File: src/rtl/core/lfb_pkg.sv
// ----------------------------------------------------------------------------
// lfb_pkg
// Types and constants shared by the LED driver frame builder.
// ----------------------------------------------------------------------------
package lfb_pkg;

  localparam int GREY_W   = 16;
  localparam int BRIGHT_W = 7;
  localparam int ROW_W    = 3 * GREY_W;
  localparam int ROWS     = 8;
  localparam int ROW_AW   = 3;
  localparam int PADDR_W  = 4;

  localparam logic [5:0] CMD_WRITE = 6'b100101;
  localparam logic [4:0] FUNC_BITS = 5'b10110;
  localparam logic [7:0] POS_MAX   = 8'd7;
  localparam logic [7:0] POS_SPLIT = 8'd4;

  localparam logic [1:0] REG_BRIGHT_RED   = 2'd0;
  localparam logic [1:0] REG_BRIGHT_GREEN = 2'd1;
  localparam logic [1:0] REG_BRIGHT_BLUE  = 2'd2;

  localparam logic REQ_SET  = 1'b0;
  localparam logic REQ_SHOW = 1'b1;

  typedef struct packed {
    logic              req_type;
    logic [7:0]        led_pos;
    logic [GREY_W-1:0] red;
    logic [GREY_W-1:0] green;
    logic [GREY_W-1:0] blue;
  } lfb_item_t;

  typedef struct packed {
    logic [7:0] frame_byte;
    logic       last_byte;
  } lfb_result_t;

endpackage

File: src/rtl/core/lfb_ram.sv
// ----------------------------------------------------------------------------
// lfb_ram
// Generic single-write, single-read RAM with a registered read port.
// ----------------------------------------------------------------------------
module lfb_ram #(
  parameter int WIDTH = 48,
  parameter int DEPTH = 8
) (
  input  logic                     clk,
  input  logic                     we,
  input  logic [$clog2(DEPTH)-1:0] waddr,
  input  logic [WIDTH-1:0]         wdata,
  input  logic [$clog2(DEPTH)-1:0] raddr,
  output logic [WIDTH-1:0]         rdata
);

  logic [WIDTH-1:0] mem [DEPTH];

  always_ff @(posedge clk) begin
    if (we) begin
      mem[waddr] <= wdata;
    end
    rdata <= mem[raddr];
  end

endmodule

File: src/rtl/core/led_driver_frame_builder.sv
// ----------------------------------------------------------------------------
// led_driver_frame_builder
// Greyscale store and serial frame builder for two chained LED drivers.
// ----------------------------------------------------------------------------
// A set request is written to the store in the cycle it is accepted; busy stays low.
// A show request keeps busy high through the frame bytes, as the result port
// carries one byte per beat; on acceptance the state moves to show, and each byte
// is then registered onto the result port together with its strobe.
// Synchronous reset clears the brightness registers and marks every store row as
// zero, so the store needs no clearing pass.
module led_driver_frame_builder
  import lfb_pkg::*;
(
  input  logic                clk,
  input  logic                rst,
  input  logic                start,
  output logic                busy,
  input  lfb_item_t           item,
  output logic                result_strobe,
  output lfb_result_t         result,
  input  logic                psel,
  input  logic                penable,
  input  logic                pwrite,
  input  logic [PADDR_W-1:0]  paddr,
  input  logic [31:0]         pwdata,
  output logic [31:0]         prdata,
  output logic                pready
);

  typedef enum logic [1:0] {
    ST_IDLE = 2'b01,
    ST_SHOW = 2'b10
  } state_t;

  state_t state;

  logic [BRIGHT_W-1:0] bright_red;
  logic [BRIGHT_W-1:0] bright_green;
  logic [BRIGHT_W-1:0] bright_blue;

  logic       drv, drv_next;
  logic       hdr, hdr_next;
  logic [1:0] hb, hb_next;
  logic [1:0] r, r_next;
  logic [2:0] b, b_next;
  logic       frame_end;

  logic [ROWS-1:0]     row_valid;
  logic                rd_valid;
  logic [ROW_AW-1:0]   rd_addr;
  logic [ROW_W-1:0]    rd_data;
  logic [ROW_W-1:0]    row;
  logic                wr_en;
  logic [ROW_AW-1:0]   wr_addr;
  logic [7:0]          pos;
  logic [31:0]         hdr_word;
  logic [7:0]          byte_out;
  logic                accept;
  logic                cfg_write;

  assign pready    = 1'b1;
  assign busy      = (state == ST_SHOW);
  assign accept    = start && !busy;
  assign cfg_write = psel && penable && pwrite && pready;

  always_ff @(posedge clk) begin
    if (rst) begin
      bright_red   <= '0;
      bright_green <= '0;
      bright_blue  <= '0;
    end else if (cfg_write) begin
      case (paddr[3:2])
        REG_BRIGHT_RED:   bright_red   <= pwdata[BRIGHT_W-1:0];
        REG_BRIGHT_GREEN: bright_green <= pwdata[BRIGHT_W-1:0];
        REG_BRIGHT_BLUE:  bright_blue  <= pwdata[BRIGHT_W-1:0];
        default: ;
      endcase
    end
  end

  always_comb begin
    case (paddr[3:2])
      REG_BRIGHT_RED:   prdata = {25'd0, bright_red};
      REG_BRIGHT_GREEN: prdata = {25'd0, bright_green};
      REG_BRIGHT_BLUE:  prdata = {25'd0, bright_blue};
      default:          prdata = '0;
    endcase
  end

  // Rows 0-3 hold channels 0-3 of the first driver, rows 4-7 those of the second.
  assign pos   = (item.led_pos > POS_MAX) ? POS_MAX : item.led_pos;
  assign wr_en = accept && (item.req_type == REQ_SET) && (pos != 8'd0);

  always_comb begin
    if (pos <= POS_SPLIT) begin
      wr_addr = ROW_AW'(pos + 8'd3);
    end else begin
      wr_addr = ROW_AW'(pos - 8'd5);
    end
  end

  always_comb begin
    drv_next  = drv;
    hdr_next  = hdr;
    hb_next   = hb;
    r_next    = r;
    b_next    = b;
    frame_end = 1'b0;
    if (hdr) begin
      if (hb == 2'd3) begin
        hdr_next = 1'b0;
        r_next   = '0;
        b_next   = '0;
      end else begin
        hb_next = hb + 2'd1;
      end
    end else if (b == 3'd5) begin
      b_next = '0;
      if (r == 2'd3) begin
        if (drv) begin
          frame_end = 1'b1;
        end else begin
          drv_next = 1'b1;
          hdr_next = 1'b1;
          hb_next  = '0;
        end
      end else begin
        r_next = r + 2'd1;
      end
    end else begin
      b_next = b + 3'd1;
    end
  end

  // The next byte's row is fetched ahead via r_next; r counts up, channels down.
  assign rd_addr = {drv_next, 2'd3 - r_next};

  lfb_ram #(
    .WIDTH (ROW_W),
    .DEPTH (ROWS)
  ) u_grey_ram (
    .clk   (clk),
    .we    (wr_en),
    .waddr (wr_addr),
    .wdata ({item.blue, item.green, item.red}),
    .raddr (rd_addr),
    .rdata (rd_data)
  );

  always_ff @(posedge clk) begin
    if (rst) begin
      row_valid <= '0;
      rd_valid  <= 1'b0;
    end else begin
      if (wr_en) begin
        row_valid[wr_addr] <= 1'b1;
      end
      rd_valid <= row_valid[rd_addr];
    end
  end

  assign row      = rd_valid ? rd_data : '0;
  assign hdr_word = {CMD_WRITE, FUNC_BITS, bright_blue, bright_green, bright_red};

  always_comb begin
    if (hdr) begin
      case (hb)
        2'd0:    byte_out = hdr_word[31:24];
        2'd1:    byte_out = hdr_word[23:16];
        2'd2:    byte_out = hdr_word[15:8];
        default: byte_out = hdr_word[7:0];
      endcase
    end else begin
      case (b)
        3'd0:    byte_out = row[47:40];
        3'd1:    byte_out = row[39:32];
        3'd2:    byte_out = row[31:24];
        3'd3:    byte_out = row[23:16];
        3'd4:    byte_out = row[15:8];
        default: byte_out = row[7:0];
      endcase
    end
  end

  always_ff @(posedge clk) begin
    if (rst) begin
      state         <= ST_IDLE;
      result_strobe <= 1'b0;
      drv           <= 1'b0;
      hdr           <= 1'b1;
      hb            <= '0;
      r             <= '0;
      b             <= '0;
    end else begin
      result_strobe <= 1'b0;
      case (state)
        ST_IDLE: begin
          if (accept && (item.req_type == REQ_SHOW)) begin
            state <= ST_SHOW;
            drv   <= 1'b0;
            hdr   <= 1'b1;
            hb    <= '0;
            r     <= '0;
            b     <= '0;
          end
        end
        ST_SHOW: begin
          result_strobe <= 1'b1;
          drv           <= drv_next;
          hdr           <= hdr_next;
          hb            <= hb_next;
          r             <= r_next;
          b             <= b_next;
          if (frame_end) begin
            state <= ST_IDLE;
          end
        end
        default: state <= ST_IDLE;
      endcase
    end
  end

  always_ff @(posedge clk) begin
    result.frame_byte <= byte_out;
    result.last_byte  <= frame_end;
  end

  a_strobe_from_show: assert property (@(posedge clk) disable iff (rst)
    result_strobe |-> $past(state == ST_SHOW))
    else $error("result beat without a frame in progress");

  a_last_ends_frame: assert property (@(posedge clk) disable iff (rst)
    (result_strobe && result.last_byte) |-> !busy)
    else $error("frame still running after its last beat");

  a_busy_from_start: assert property (@(posedge clk) disable iff (rst)
    $rose(busy) |-> $past(start))
    else $error("frame started without a request");

  a_no_write_while_busy: assert property (@(posedge clk) disable iff (rst)
    busy |-> !wr_en)
    else $error("store written during a frame");

endmodule

File: config.mk
export PLATFORM = sky130hd
export DESIGN_NAME = led_driver_frame_builder
export DESIGN_NICKNAME = d
export VERILOG_FILES = /design/src/rtl/core/lfb_pkg.sv /design/src/rtl/core/lfb_ram.sv /design/src/rtl/core/led_driver_frame_builder.sv
export SDC_FILE = /design/constraint.sdc
export NUM_CORES = 1
export LEC_CHECK = 0
export ABC_AREA = 1
export BUFFER_PORTS_ARGS = -buffer_cell sky130_fd_sc_hd__buf_2
export CELL_PAD_IN_SITES_DETAIL_PLACEMENT = 0
export CELL_PAD_IN_SITES_GLOBAL_PLACEMENT = 1
export CORE_ASPECT_RATIO = 0.8
export CORE_MARGIN = 1
export CORE_UTILIZATION = 32
export DETAILED_ROUTE_END_ITERATION = 16
export HOLD_SLACK_MARGIN = 0.1
export PLACE_DENSITY = 0.58
export SYNTH_ARGS = -nofsm -noshare
export SYNTH_HDL_FRONTEND = slang
export SYNTH_SLANG_ARGS = --single-unit
File: constraint.sdc
create_clock -name clk -period 2.8 [get_ports clk]
set_clock_uncertainty 0.1 [all_clocks]
set_input_delay 0.28 -clock clk [delete_from_list [all_inputs] [get_ports clk]]
set_output_delay 0.28 -clock clk [all_outputs]
set_load 0.1 [all_outputs]
# Yosys cells after proc, flatten, opt, wreduce, memory -nomap -nowiden

Memories as Yosys holds them, arrays and structs flattened. A register that Yosys moved wholly into a read port is not among the register bits.
Cells that the tools add are included.
Widths: inputs -> output; s select.

Add/subtract/negate cells: 6
Order comparisons: 5
Equality and inequality tests: 20
Muxes and demuxes: 50
Bitwise gates (word level): 2
Reduce and logical (&&, ||, !) cells: 20

Operator list:

| cell               | number |
|---|---|
| $mux 48            | 1 |
| $pmux 8 s5         | 1 |
| $mux 2             | 12 |
| $pmux 8 s3         | 1 |
| $pmux 7 s3         | 1 |
| $mux 1             | 19 |
| $mux 8             | 2 |
| $mux 3             | 5 |
| $pmux 2 s2         | 3 |
| $eq 2x2->1 const B | 5 |
| $reduce_and 2->1   | 5 |
| $gt 8x3->1 const B | 1 |
| $le 8x3->1 const B | 1 |
| $lt 3x4->1 const B | 2 |
| $or 8x8->8         | 1 |
| $reduce_bool 8->1  | 1 |
| $logic_and 1x1->1  | 7 |
| $eq 2x1->1 const B | 3 |
| $eq 3x2->1 const B | 2 |
| $eq 3x3->1 const B | 2 |
| $ne 3x1->1 const B | 2 |
| $ne 3x2->1 const B | 2 |
| $pmux 3 s2         | 1 |
| $reduce_and 6->1   | 1 |
| 19 further kinds   | 22 |

Register bits after elaboration: 51
RAM bits: 384
Bits of input ports: 99
Output and inout bits: 44
Logic and storage cells: 118
Memories kept: 1

Memories:

| memory         | depth | bits a word | rd ports | clocked after Yosys merged registers in | write ports | line          | source |
|---|---|---|---|---|---|---|---|
| u_grey_ram.mem | 8     | 48          | 1        | 1                                       | 1           | lfb_ram.sv:17 | `logic [WIDTH-1:0] mem [DEPTH];` |

# Longest topological paths before layout

Gate-level depths: netlist (run 1).

Depth after elaboration: 9
Mapped depth: 13
Gate-level depth less buffers: 10

# By module

From an unflattened synthesis (run 1), not the netlist that was laid out.

Cells, all modules: 2,180
Area, all modules: 20,719.9 sq um

Modules (own cells, without submodules):

| module                   | times used | cells an instance | area each (sq um) | seq. area each (sq um) |
|---|---|---|---|---|
| lfb_ram                  | 1          | 1,725             | 17,670.7          | 12,492.0 |
| led_driver_frame_builder | 1          | 455               | 3,049.2           | 1,021.0 |

# Least setup slack after synthesis (run 1)

Ideal clock, no wire load.

Path kind: register to register
Start: register state[0]
End: memory u_grey_ram.mem[0][0], enable pin
Library setup time: 402 ps
Arrival time: 2,651 ps
Required time: 2,298 ps
Path slack: -353 ps
Cell stages (with the launch flop): 8
Buffers on the path: 0
Period minus slack after synthesis: 3,153 ps
Cells stage by stage: dfxtp_1 -> inv_1 -> ha_1 -> clkinv_1 -> nand2_1 -> nor2_1 -> nand4_1 -> inv_1

Word-level cells in the longest chain between the ends: 7

Ends and longest elaborated chain:

| element                        | line                            | source |
|---|---|---|
| from (decl)                    | led_driver_frame_builder.sv:35  | `state_t state;` |
| from (signal assigned)         | led_driver_frame_builder.sv:187 | `state <= ST_IDLE;` |
| from (signal assigned)         | led_driver_frame_builder.sv:199 | `state <= ST_SHOW;` |
| from (signal assigned)         | led_driver_frame_builder.sv:215 | `state <= ST_IDLE;` |
| $eq 2x2->1                     | led_driver_frame_builder.sv:62  | `assign busy = (state == ST_SHOW);` |
| named net busy                 | led_driver_frame_builder.sv:17  | `output logic busy,` |
| $logic_not 1->1                | led_driver_frame_builder.sv:63  | `assign accept = start && !busy;` |
| $logic_and 1x1->1              | led_driver_frame_builder.sv:63  |  |
| $logic_and 1x1->1 (2 in a row) | led_driver_frame_builder.sv:92  | `assign wr_en = accept && (item.req_type == REQ_SET) && (pos != 8'd0);` |
| $mux 1                         | lfb_ram.sv:20                   | `if (we) begin` |
| $mux 1 (not written as such)   | lfb_ram.sv:21                   | `mem[waddr] <= wdata;` |
| to (decl)                      | lfb_ram.sv:17                   |  |

The timed path passes the listed nets, and every way through them passes these cells.

# Worst setup path in the final report (run 1)

Start: register state[0]
End: register state[1]

Word-level cells in the longest chain between the ends: 6
Elaborated cells on any way between the ends: 9
Those cells by class: 4 x eq/ne; 1 x mux; 4 x reduce/logical

Ends and longest elaborated chain:

| element                           | line                                                            | source |
|---|---|---|
| $eq 2x2->1                        | led_driver_frame_builder.sv:62, led_driver_frame_builder.sv:196 |  |
| $logic_not 1->1                   | led_driver_frame_builder.sv:63                                  |  |
| $logic_and 1x1->1                 | led_driver_frame_builder.sv:63                                  |  |
| $logic_and 1x1->1                 | led_driver_frame_builder.sv:198                                 | `if (accept && (item.req_type == REQ_SHOW)) begin` |
| $ne 2x2->1 (no source line)       | --                                                              |  |
| $reduce_and 2->1 (no source line) | --                                                              |  |

Parallel ways exist; a longest one is shown, timed or not.
A chain may end at the register's enable or synchronous reset.

==> results of run 1 <==
[kinds of logic after synthesis]
| logic type | synth area share, % |
|---|---|
| buffers and inverters | 6.89 |
| and+or+nand+nor | 18.6 |
| adders and majority gates | 0.440 |
| AOI/OAI and AO/OA | 6.13 |
| other | 0.0377 |
| DFF | 67.9 |
[flip-flops by register name (all words and copies together) (netlist names)]
signal	count
hb	2
state	2
hdr	1
drv	1
result	9
rd_valid	1
r	2
u_grey_ram.mem	384
bright_red	7
bright_blue	7
result_strobe	1
bright_green	7
b	3
u_grey_ram.rdata	48
row_valid	8
[per-stage QoR]
stage	power, mW	util [%]	worst slack (ns)	instance area [um2]	hold slack (ns)
global placement	8.78	35.3	0.545	21600	0.324
detailed placement	8.78	35.3	0.513	21600	0.325
global route	16.4	39.2	0.261	24100	0.186
floorplan	8.55	-	0.0241	20200	0.279
finish	15.8	39.2	0.353	24100	0.144
CTS	16.0	39.2	0.391	24100	0.117
[power groups by stage]
stage | Clock [mW] | Combinational [mW] | Sequential (mW)
final | 7.11 | 0.712 | 7.98
after detailed placement | 0 | 0.646 | 8.14
after global routing | 7.61 | 0.789 | 7.99
after global placement | 0 | 0.641 | 8.14
after CTS | 7.32 | 0.721 | 7.98
after floorplan | 0 | 0.414 | 8.14
[what timing repair did]
item | 4_1_cts | 5_1_grt
hold buffers | 62 | 0
gates resized for setup | 0 | 0
endpoints found under the hold margin | 421 | 0
[layer usage]
layer  global-route usage, %  vias up
met3                    2.65       58
met1                    23.3     6430
met2                    26.8      238
met4                    4.14        2
met5                       0        -
li1                        -     6577
[cell usage after synthesis, drive strengths merged]
master / count
a211oi: 1
a21boi: 1
a21oi: 22
a221oi: 5
buf: 65
clkbuf: 52
clkinv: 3
conb: 2
dfxtp: 99
edfxtp: 384
ha: 7
inv: 194
nand2: 440
nand3: 120
nand3b: 97
nand4: 17
nor2: 155
nor3: 2
o211ai: 6
o21a: 2
o21ai: 194
o21bai: 1
o221ai: 1
[worst min-delay path: stages]
cell and delay (ns):
buf_2 0.10, nand3_1 0.11, nor2_1 0.10, o21ai_0 0.15, nor2_1 0.05
[path summary, 6_finish.rpt]
check	from	endpoint	depth (start not counted)
worst max register to register	state[0]$_SDFFE_PP1P_	state[1]$_SDFFE_PP0P_	8
worst min register to register	row_valid[3]$_SDFFE_PP0P_	row_valid[3]$_SDFFE_PP0P_	2
worst min-delay path	penable	bright_blue[3]$_SDFFE_PP0P_	5
worst max-delay path	state[0]$_SDFFE_PP1P_	state[1]$_SDFFE_PP0P_	8
[cell type report]
type / count / area [um2]
multi-input cells: 1145 / 5320
flip-flops and latches: 483 / 13500
inverters: 197 / 766
repair buffers: 188 / 1630
clock inverters: 15 / 226
fillers: 6108 / 37300
well taps: 830 / 1040
clock buffers: 79 / 1560
==> key figures, run 1 <==
STA
  – Final Hold Fails: 0
  – Count of final setup violators: 0
  – Worst-Margin Slew: just under 0.8 ns
  – Tcrit/Tclk final: about 87%
  – Min Tclk post-route: 2.45 ns
  – RSZ-0062 raised after global routing: no
  – TNS Setup: 0 ns
  – Fin. max-slew vios: 0
  – Slew Limit Headroom: between 40% and 50%
  – Fmax: 0.409 GHz

Power
  – Flop pwr share: 50.5%
  – Internal: ~12 mW
  – Clock Power Share: around 45%
  – Leak: 9.59 nW
  – Maximum VDD drop: 378 uV
  – Switching power total: between 3 and 4 mW
  – Combinational share of power: 4.5%
  – Sw Share: 21.5%
  – Power per cell area: 657 nW/um2

Floorplan
  – Core area: 61300 um2
  – Die area: roughly 63000 um2
  – Die Span X: 281 um
  – Row count: 81
  – Initial core utilization: around a third
  – Die height: 225 um
  – IO Count: between 100 and 150

CTS
  – Post-CTS setup buffer count: 0
  – Clock Sink Count: 483
  – Clock Tree Root: clkbuf_16
  – CTS Buf Count: 50
  – Worst-skew pair later-pin latency: roughly 0.60 ns
  – Clk slew on worst S/H paths: 0.06 ns
  – CTS tree: built
  – CTS max path bufs: 3
  – H-tree depth: 2

Global routing
  – GRT Util Overall: between 10% and 20%
  – Pin count of the biggest net entering global routing: 100
  – Antenna violations before repair: 1
  – Vias in the first global route: ~13000
  – First-pass GRT wire length: about 79000 um
  – Total grt overflow: 0

Critical path
  – Crit-path cells: inv_1 > ha_2 > clkinv_1 > buf_4 > nand4_1 > dlygate4sd3_1 > a21oi_1 > dlygate4sd3_1
  – Critical path class: flip-flop to flip-flop
  – CP arrival: 2.83 ns
  – Element type at the critical path start: flip-flop
  – Worst setup EP type: flip-flop
  – Top Family by Delay on Critical Path: buffers and inverters
  – Slowest stage delay, CP: 0.59 ns
  – WP data required: 3.18 ns
  – R2r setup slk: 0.35 ns
  – Worst path bufs/invs: 5
  – Slowest-stage cell, CP: dlygate4sd3_1
  – CP max FO: 8
  – CP most frequent cell: dlygate4sd3_1

Cells and area
  – Layout cells sized above 1: 10.8%
  – Nets: 2171
  – Most frequent cells in the layout: nand2_1, edfxtp_1, inv_1, nor2_1, nand3_1
  – Area growth syn-to-layout: 20.9%
  – Commonest non-fill, non-tap cell in the layout: nand2_1
  – Antenna fix cells: 0
  – Fin cells: 2937

Detailed routing
  – Drt wl/cell: 17.6 um
  – M1 WL: 25300 um
  – Post-Route WL: about 52000 um
  – Via count: 13300
  – Starting DRT DRC Count: a little over 800
  – Met3 WL: about 2000 um
  – Top Layer Used: met5
  – DRC violations left: 0
  – TritonRoute pass-1 iters: 5
  – Via density: 4.53
  – Routed Antenna Nets: 0
  – Routed met2 length: 23500 um

Synth
  – Yosys top cell by area: edfxtp_1
  – YS warnings: 0
  – Synth top area cells: edfxtp_1, dfxtp_1, nand2_1
  – Post-synthesis sequential area ratio: 67.9%
  – Post-Synthesis Cell Area: between 15000 and 20000 um2
  – Post-synthesis register bit count: ~480
  – Avg Cell Area, Syn: 10.6 um2
  – Cell variety after synth: 30
  – Synth top area share: roughly 58%
  – Post-Synthesis Cells: ~1900

Placement
  – Placed Cells: 2781
  – GP Congestion: approximately 0.79
  – Port-buffer cells: 89
  – DP Wirelength: ~29000 um

Status
  – Status: finished, final reports clean

Run
  – Max cap viols: 0

Hold path
  – Min-delay worst type: primary input to flip-flop
Note: power is estimated with default switching activity, not from simulation.
==> run 2, diff against run 1 <==
CORE_UTILIZATION = 42   (was 32)
PLACE_DENSITY = 0.73   (was 0.58)
==> run 2 against run 1 <==
Against the previous run: combinational power fell by 2%; via count rose by 0.38%; maximum frequency up 1.1%; worst hold slack improved by 0.034 ns; global-route usage up 3.2 points; sequential cell count unchanged; cell count decreased by 7.9%.
==> key figures, run 2 (synthesis gave the netlist of run 1 again) <==
Critical path
  – R2r setup slk: 0.38 ns (was 0.35 ns)
  – Slowest-stage cell, CP: dlygate4sd3_1 (unchanged)
  – Crit-path cells: inv_1 > ha_2 > clkinv_1 > buf_4 > nand4_1 > dlygate4sd3_1 > a21oi_1 > dlygate4sd3_1 (unchanged)
  – CP max FO: 8 (unchanged)
  – Worst setup EP type: flip-flop (unchanged)
  – Worst path bufs/invs: 5 (unchanged)
  – WP data required: 3.15 ns (was 3.18 ns)
  – CP most frequent cell: dlygate4sd3_1 (unchanged)
  – Element type at the critical path start: flip-flop (unchanged)
  – Critical path class: flip-flop to flip-flop (unchanged)
  – Top Family by Delay on Critical Path: buffers and inverters (unchanged)
  – CP arrival: 2.77 ns (was 2.83 ns)
  – Slowest stage delay, CP: 0.58 ns (was 0.59 ns)

STA
  – Min Tclk post-route: 2.42 ns (was 2.45 ns)
  – RSZ-0062 raised after global routing: no (unchanged)
  – Final Hold Fails: 0 (unchanged)
  – Count of final setup violators: 0 (unchanged)
  – Worst-Margin Slew: 0.751 ns (was 0.793 ns)
  – TNS Setup: 0 ns (unchanged)
  – Fmax: 0.413 GHz (was 0.409 GHz)
  – Fin. max-slew vios: 0 (unchanged)
  – Slew Limit Headroom: 49.9% (was 47.1%)
  – Tcrit/Tclk final: 86.5% (was 87.4%)

CTS
  – CTS tree: built (unchanged)
  – Clock Sink Count: 483 (unchanged)
  – CTS max path bufs: 3 (unchanged)
  – H-tree depth: 2 (unchanged)
  – Clock Tree Root: clkbuf_16 (unchanged)
  – Worst-skew pair later-pin latency: 0.57 ns (was 0.60 ns)
  – Cts hold-fix bufs: 62 (unchanged)
  – Clk slew on worst S/H paths: 0.06 ns (about the same)
  – CTS Buf Count: 48 (was 50)
  – Post-CTS sizing: 0 (unchanged)
  – Post-CTS setup buffer count: 0 (unchanged)

Floorplan
  – Row count: 70 (was 81)
  – Core area: 46200 um2 (was 61300 um2)
  – IO Count: 143 (unchanged)
  – Die Span X: 245 um (was 281 um)
  – Die height: 197 um (was 225 um)
  – Initial core utilization: 43.0% (was 32.4%)
  – Die area: 48200 um2 (was 63200 um2)

Cells and area
  – Multi-input gate area: 5320 um2 (unchanged)
  – Final Util: 50.6% (was 39.2%)
  – Most frequent cells in the layout: nand2_1, edfxtp_1, inv_1, nor2_1, nand3_1 (unchanged)
  – Fin cells: 2705 (was 2937)
  – Largest regs: u_grey_ram.mem: 384 flops, u_grey_ram.rdata: 48 flops, result: 9 flops (unchanged)
  – FF+latch area: 13500 um2 (unchanged)
  – Layout cells sized above 1: 9.70% (was 10.8%)
  – Area growth syn-to-layout: 17.6% (was 20.9%)
  – Nets: 2160 (was 2171)
  – Most flops, register: u_grey_ram.mem (unchanged)
  – Commonest non-fill, non-tap cell in the layout: nand2_1 (unchanged)
  – Filler Cells Inserted: 4176 (was 6108)
  – Largest register FFs: 384 (unchanged)

Global routing
  – Pin count of the biggest net entering global routing: 100 (unchanged)
  – Antenna violations before repair: 1 (unchanged)
  – First-pass GRT wire length: 73000 um (was 79000 um)
  – Vias in the first global route: 12600 (was 12900)
  – GRT Util Overall: 19.8% (was 16.6%)
  – Total grt overflow: 0 (unchanged)

Detailed routing
  – Via count: 13400 (was 13300)
  – DRC violations left: 0 (unchanged)
  – Starting DRT DRC Count: 879 (was 809)
  – TritonRoute pass-1 iters: 6 (was 5)
  – Drt wl/cell: 17.5 um (was 17.6 um)
  – Post-Route WL: 47200 um (was 51700 um)
  – Routed Antenna Nets: 0 (unchanged)
  – Via density: 4.94 (was 4.53)

Power
  – Power per cell area: 638 nW/um2 (was 657 nW/um2)
  – Maximum VDD drop: 484 uV (was 378 uV)
  – Internal: 11.7 mW (was 12.4 mW)
  – Leak: 9.39 nW (was 9.59 nW)
  – Combinational share of power: 4.7% (was 4.5%)
  – Flop pwr share: 53.5% (was 50.5%)
  – Clock Power Share: 41.8% (was 45.0%)
  – Switching power total: 3.18 mW (was 3.39 mW)
  – Sw Share: 21.3% (was 21.5%)
  – Total power: 14.9 mW (was 15.8 mW)

Placement
  – GP Congestion: 0.851 (was 0.785)
  – Placed Cells: 2554 (was 2781)
  – Port-buffer cells: 89 (unchanged)
  – DP Wirelength: 25700 um (was 28800 um)

Status
  – Status: finished, final reports clean (unchanged)

Hold path
  – Min-delay worst type: primary input to flip-flop (unchanged)

Run
  – Max cap viols: 0 (unchanged)
==> run 2: cell types whose count changed in the layout (fill, tap and decap cells not counted), sizes merged <==
cell / delta
bufinv: -2
clkinv: +5
clkbuf: -9
inv: -1
diode: +1
buf: -9
clkinvlp: +1
==> run 2: layer usage <==
layer	GRT usage, %	vias to the layer above	wire, um
met5	0	-	0
met3	3.23	57	2810
met1	27.5	6428	21400
met2	32.5	315	22200
met4	4.42	0	747
li1	-	6556	-
==> run 2: path summary, 6_finish.rpt <==
check | from | end | depth (start not counted)
min | penable | bright_blue[1]$_SDFFE_PP0P_ | 5
max | state[0]$_SDFFE_PP1P_ | state[1]$_SDFFE_PP0P_ | 8
min reg2reg | row_valid[3]$_SDFFE_PP0P_ | row_valid[3]$_SDFFE_PP0P_ | 2
max reg2reg | state[0]$_SDFFE_PP1P_ | state[1]$_SDFFE_PP0P_ | 8
==> run 2: through the flow <==
| stage | hold WS, ns | setup WS, ns | area [um2] |
|---|---|---|---|
| floorplan | 0.279 | 0.0241 | 20200 |
| global placement | 0.318 | 0.498 | 21200 |
| detailed placement | 0.331 | 0.422 | 21200 |
| CTS | 0.166 | 0.394 | 23400 |
| global route | 0.218 | 0.195 | 23400 |
| finish | 0.179 | 0.379 | 23400 |
==> run 2: worst register-to-register path, stage by stage (launching register included) <==
cell and delay (ns):
dfxtp_1 0.31, inv_1 0.08, ha_2 0.24, clkinv_1 0.09
buf_4 0.17, nand4_1 0.08, dlygate4sd3_1 0.58, a21oi_1 0.07
dlygate4sd3_1 0.57
==> run 2: power groups by stage <==
stage	logic [mW]	clock network (mW)	registers [mW]
final	0.698	6.24	7.99
after global placement	0.621	0	8.14
after floorplan	0.414	0	8.14
after CTS	0.703	6.38	7.99
after detailed placement	0.630	0	8.14
after global routing	0.770	6.66	7.99
==> run 2: layout make-up <==
type                            count  share of cell area [%]
Multi-Input combinational cell   1145                    22.7
Timing Repair Buffer              179                    6.42
Inverter                          197                    3.27
Sequential cell                   483                    57.8
Tap cell                          612                    3.27
Clock buffer                       70                    5.79
Clock inverter                     18                   0.749
Antenna cell                        1                  0.0107
==> run 3, diff against run 2 <==
CTS_BUF_LIST = sky130_fd_sc_hd__clkbuf_8   (was default)
==> run 3 against run 2 <==
Against the previous run: register-to-register slack barely moved; sequential share of layout area barely moved; utilization barely moved; cell count rose by 2.3%; critical path depth rose by 1; clock power fell by 9.8%; wire length rose by 1.9%; count of clock-buffer cells in the layout rose by 19; die area did not move; sequential power barely moved; non-clock buffer count rose by 9; global-route usage rose by 0.52 points; critical endpoint is now u_grey_ram.mem[7][23]$_DFFE_PP_; largest cell class unchanged; highest routed layer unchanged.
==> key figures, run 3 (synthesis gave the netlist of run 1 again) <==
STA
  – Min Tclk post-route: 2.55 ns (was 2.42 ns)
  – Fin. max-slew vios: 0 (unchanged)
  – Hold Slack: 0.136 ns (was 0.179 ns)
  – Fmax: 0.393 GHz (was 0.413 GHz)
  – Worst-Margin Slew: 0.742 ns (was 0.751 ns)
  – Final Hold Fails: 0 (unchanged)
  – RSZ-0062 raised after global routing: no (unchanged)
  – Count of final setup violators: 0 (unchanged)
  – Slew Limit Headroom: 50.4% (was 49.9%)
  – TNS Setup: 0 ns (unchanged)
  – Setup ws final: 0.253 ns (was 0.379 ns)
  – Tcrit/Tclk final: 90.9% (was 86.5%)

Placement
  – GP Congestion: 0.851 (unchanged)
  – Port-buffer cells: 89 (unchanged)
  – Post-DP Area: 21200 um2 (unchanged)
  – DP Wirelength: 25700 um (unchanged)
  – Placed Cells: 2554 (unchanged)
  – Worst slack at placement: 0.422 ns (unchanged)

CTS
  – CTS tree: built (unchanged)
  – Clock Tree Root: clkbuf_8 (was clkbuf_16)
  – CTS Buf Count: 77 (was 48)
  – Clk slew on worst S/H paths: 0.06 ns (about the same)
  – Post-CTS sizing: 0 (unchanged)
  – Clock Sink Count: 483 (unchanged)
  – Worst-skew pair later-pin latency: 0.64 ns (was 0.57 ns)
  – H-tree depth: 3 (was 2)
  – Post-CTS setup buffer count: 0 (unchanged)
  – CTS max path bufs: 3 (unchanged)

Critical path
  – Slowest-stage cell, CP: dlygate4sd3_1 (unchanged)
  – Worst setup EP type: flip-flop (unchanged)
  – Critical path class: primary input to flip-flop (was flip-flop to flip-flop)
  – CP max FO: 48 (was 8)
  – Worst r2r src: state[0]$_SDFFE_PP1P_ (unchanged)
  – Crit-path cells: dlygate4sd3_1 > buf_2 > nor3_1 > nand2_1 > nor2_1 > dlygate4sd3_1 > nand4_1 > clkinvlp_4 > buf_12 (was inv_1 > ha_2 > clkinv_1 > buf_4 > nand4_1 > dlygate4sd3_1 > a21oi_1 > dlygate4sd3_1)
  – WP data required: 2.98 ns (was 3.15 ns)
  – CP arrival: 2.73 ns (was 2.77 ns)
  – CP most frequent cell: dlygate4sd3_1 (unchanged)
  – Crit path launch: item[53] (was state[0]$_SDFFE_PP1P_)
  – Element type at the critical path start: primary input (was flip-flop)
  – Top Family by Delay on Critical Path: buffers and inverters (unchanged)
  – Slowest stage delay, CP: 0.60 ns (was 0.58 ns)
  – Worst path bufs/invs: 5 (unchanged)

Floorplan
  – Die area: 48200 um2 (unchanged)
  – Row count: 70 (unchanged)
  – IO Count: 143 (unchanged)
  – Die Span X: 245 um (unchanged)
  – Die height: 197 um (unchanged)
  – Core area: 46200 um2 (unchanged)
  – Initial core utilization: 43.0% (unchanged)

Cells and area
  – Area growth syn-to-layout: 17.7% (was 17.6%)
  – Fin cells: 2768 (was 2705)
  – Nets: 2198 (was 2160)
  – Filler Cells Inserted: 4225 (was 4176)
  – Final Util: 50.6% (about the same)
  – Final instance area: 23400 um2 (about the same)
  – Largest regs: u_grey_ram.mem: 384 flops, u_grey_ram.rdata: 48 flops, result: 9 flops (unchanged)
  – Layout cells sized above 1: 10.9% (was 9.70%)
  – Largest register FFs: 384 (unchanged)
  – Most flops, register: u_grey_ram.mem (unchanged)
  – Most frequent cells in the layout: nand2_1, edfxtp_1, inv_1, nor2_1, nand3_1 (unchanged)
  – Commonest non-fill, non-tap cell in the layout: nand2_1 (unchanged)

Detailed routing
  – Via count: 13600 (was 13400)
  – DRC violations left: 0 (unchanged)
  – Post-Route WL: 48100 um (was 47200 um)
  – Drt wl/cell: 17.4 um (was 17.5 um)
  – Starting DRT DRC Count: 875 (was 879)
  – TritonRoute pass-1 iters: 6 (unchanged)
  – Routed Antenna Nets: 0 (unchanged)
  – Via density: 4.92 (was 4.94)

Global routing
  – First-pass GRT wire length: 74400 um (was 73000 um)
  – GRT Util Overall: 20.3% (was 19.8%)
  – Antenna violations before repair: 1 (unchanged)
  – Vias in the first global route: 12900 (was 12600)
  – Pin count of the biggest net entering global routing: 100 (unchanged)
  – Total grt overflow: 0 (unchanged)

Power
  – Maximum VDD drop: 371 uV (was 484 uV)
  – Leak: 9.56 nW (was 9.39 nW)
  – Flop pwr share: 55.8% (was 53.5%)
  – Combinational share of power: 4.9% (was 4.7%)
  – Switching power total: 3.30 mW (was 3.18 mW)
  – Clock Power Share: 39.3% (was 41.8%)
  – Internal: 11.0 mW (was 11.7 mW)
  – Power per cell area: 612 nW/um2 (was 638 nW/um2)
  – Sw Share: 23.0% (was 21.3%)
  – Total power: 14.3 mW (was 14.9 mW)

Run
  – Max cap viols: 0 (unchanged)

Hold path
  – Min-delay worst type: primary input to flip-flop (unchanged)
  – Hold path start: pwrite (was penable)

Status
  – Status: finished, final reports clean (unchanged)
run 3: cell types whose count changed in the layout (fill, tap and decap cells not counted), moves of 3 or more:
| cell | previous run | this run |
|---|---|---|
| clkbuf_8 | 7 | 89 |
| clkbuf_16 | 48 | 0 |
| inv_1 | 182 | 218 |
| clkbuf_1 | 15 | 0 |
| dlygate4sd3_1 | 62 | 71 |
| bufinv_16 | 3 | 0 |
| clkinvlp_4 | 8 | 11 |
run 3: cell type report:
class,count,area [um2],share of cell area (%)
inverters,197,766,3.27
diodes,1,2.50,0.0107
clock buffers,89,1220,5.23
repair buffers,188,1590,6.80
flip-flops and latches,483,13500,57.7
well taps,612,766,3.27
multi-input cells,1145,5320,22.7
clock inverters,53,228,0.973
run 3: worst min-delay path: cells and delay by family:
kind | cells | cell delay, ns
AO/OA/AOI/OAI | 1 | 0.16
buffers and inverters | 1 | 0.09
AND/OR/NAND/NOR | 3 | 0.30
run 3: worst paths after layout:
check	to	slack, ns	cells past startpoint
min	bright_green[1]$_SDFFE_PP0P_	0.14	5
max reg2reg	state[1]$_SDFFE_PP0P_	0.39	8
max	u_grey_ram.mem[7][23]$_DFFE_PP_	0.25	9
min reg2reg	row_valid[3]$_SDFFE_PP0P_	0.34	2
run 3: power groups by stage:
stage	clock network [mW]	logic [mW]	registers (mW)
after CTS	5.80	0.708	7.99
after global placement	0	0.621	8.14
final	5.63	0.703	7.99
after detailed placement	0	0.630	8.14
after global routing	6.11	0.775	7.99
after floorplan	0	0.414	8.14
run 3: what timing repair did:
item | CTS | global route
endpoints found under the hold margin | 421 | 0
hold buffers | 71 | 0
endpoints found under the setup margin | 0 | 0
run 3: routing by layer:
metal | track usage, % | wire, um
met5 | 0 | 0
met4 | 5.71 | 871
met3 | 4.44 | 3190
met2 | 32.6 | 22200
met1 | 27.8 | 21800
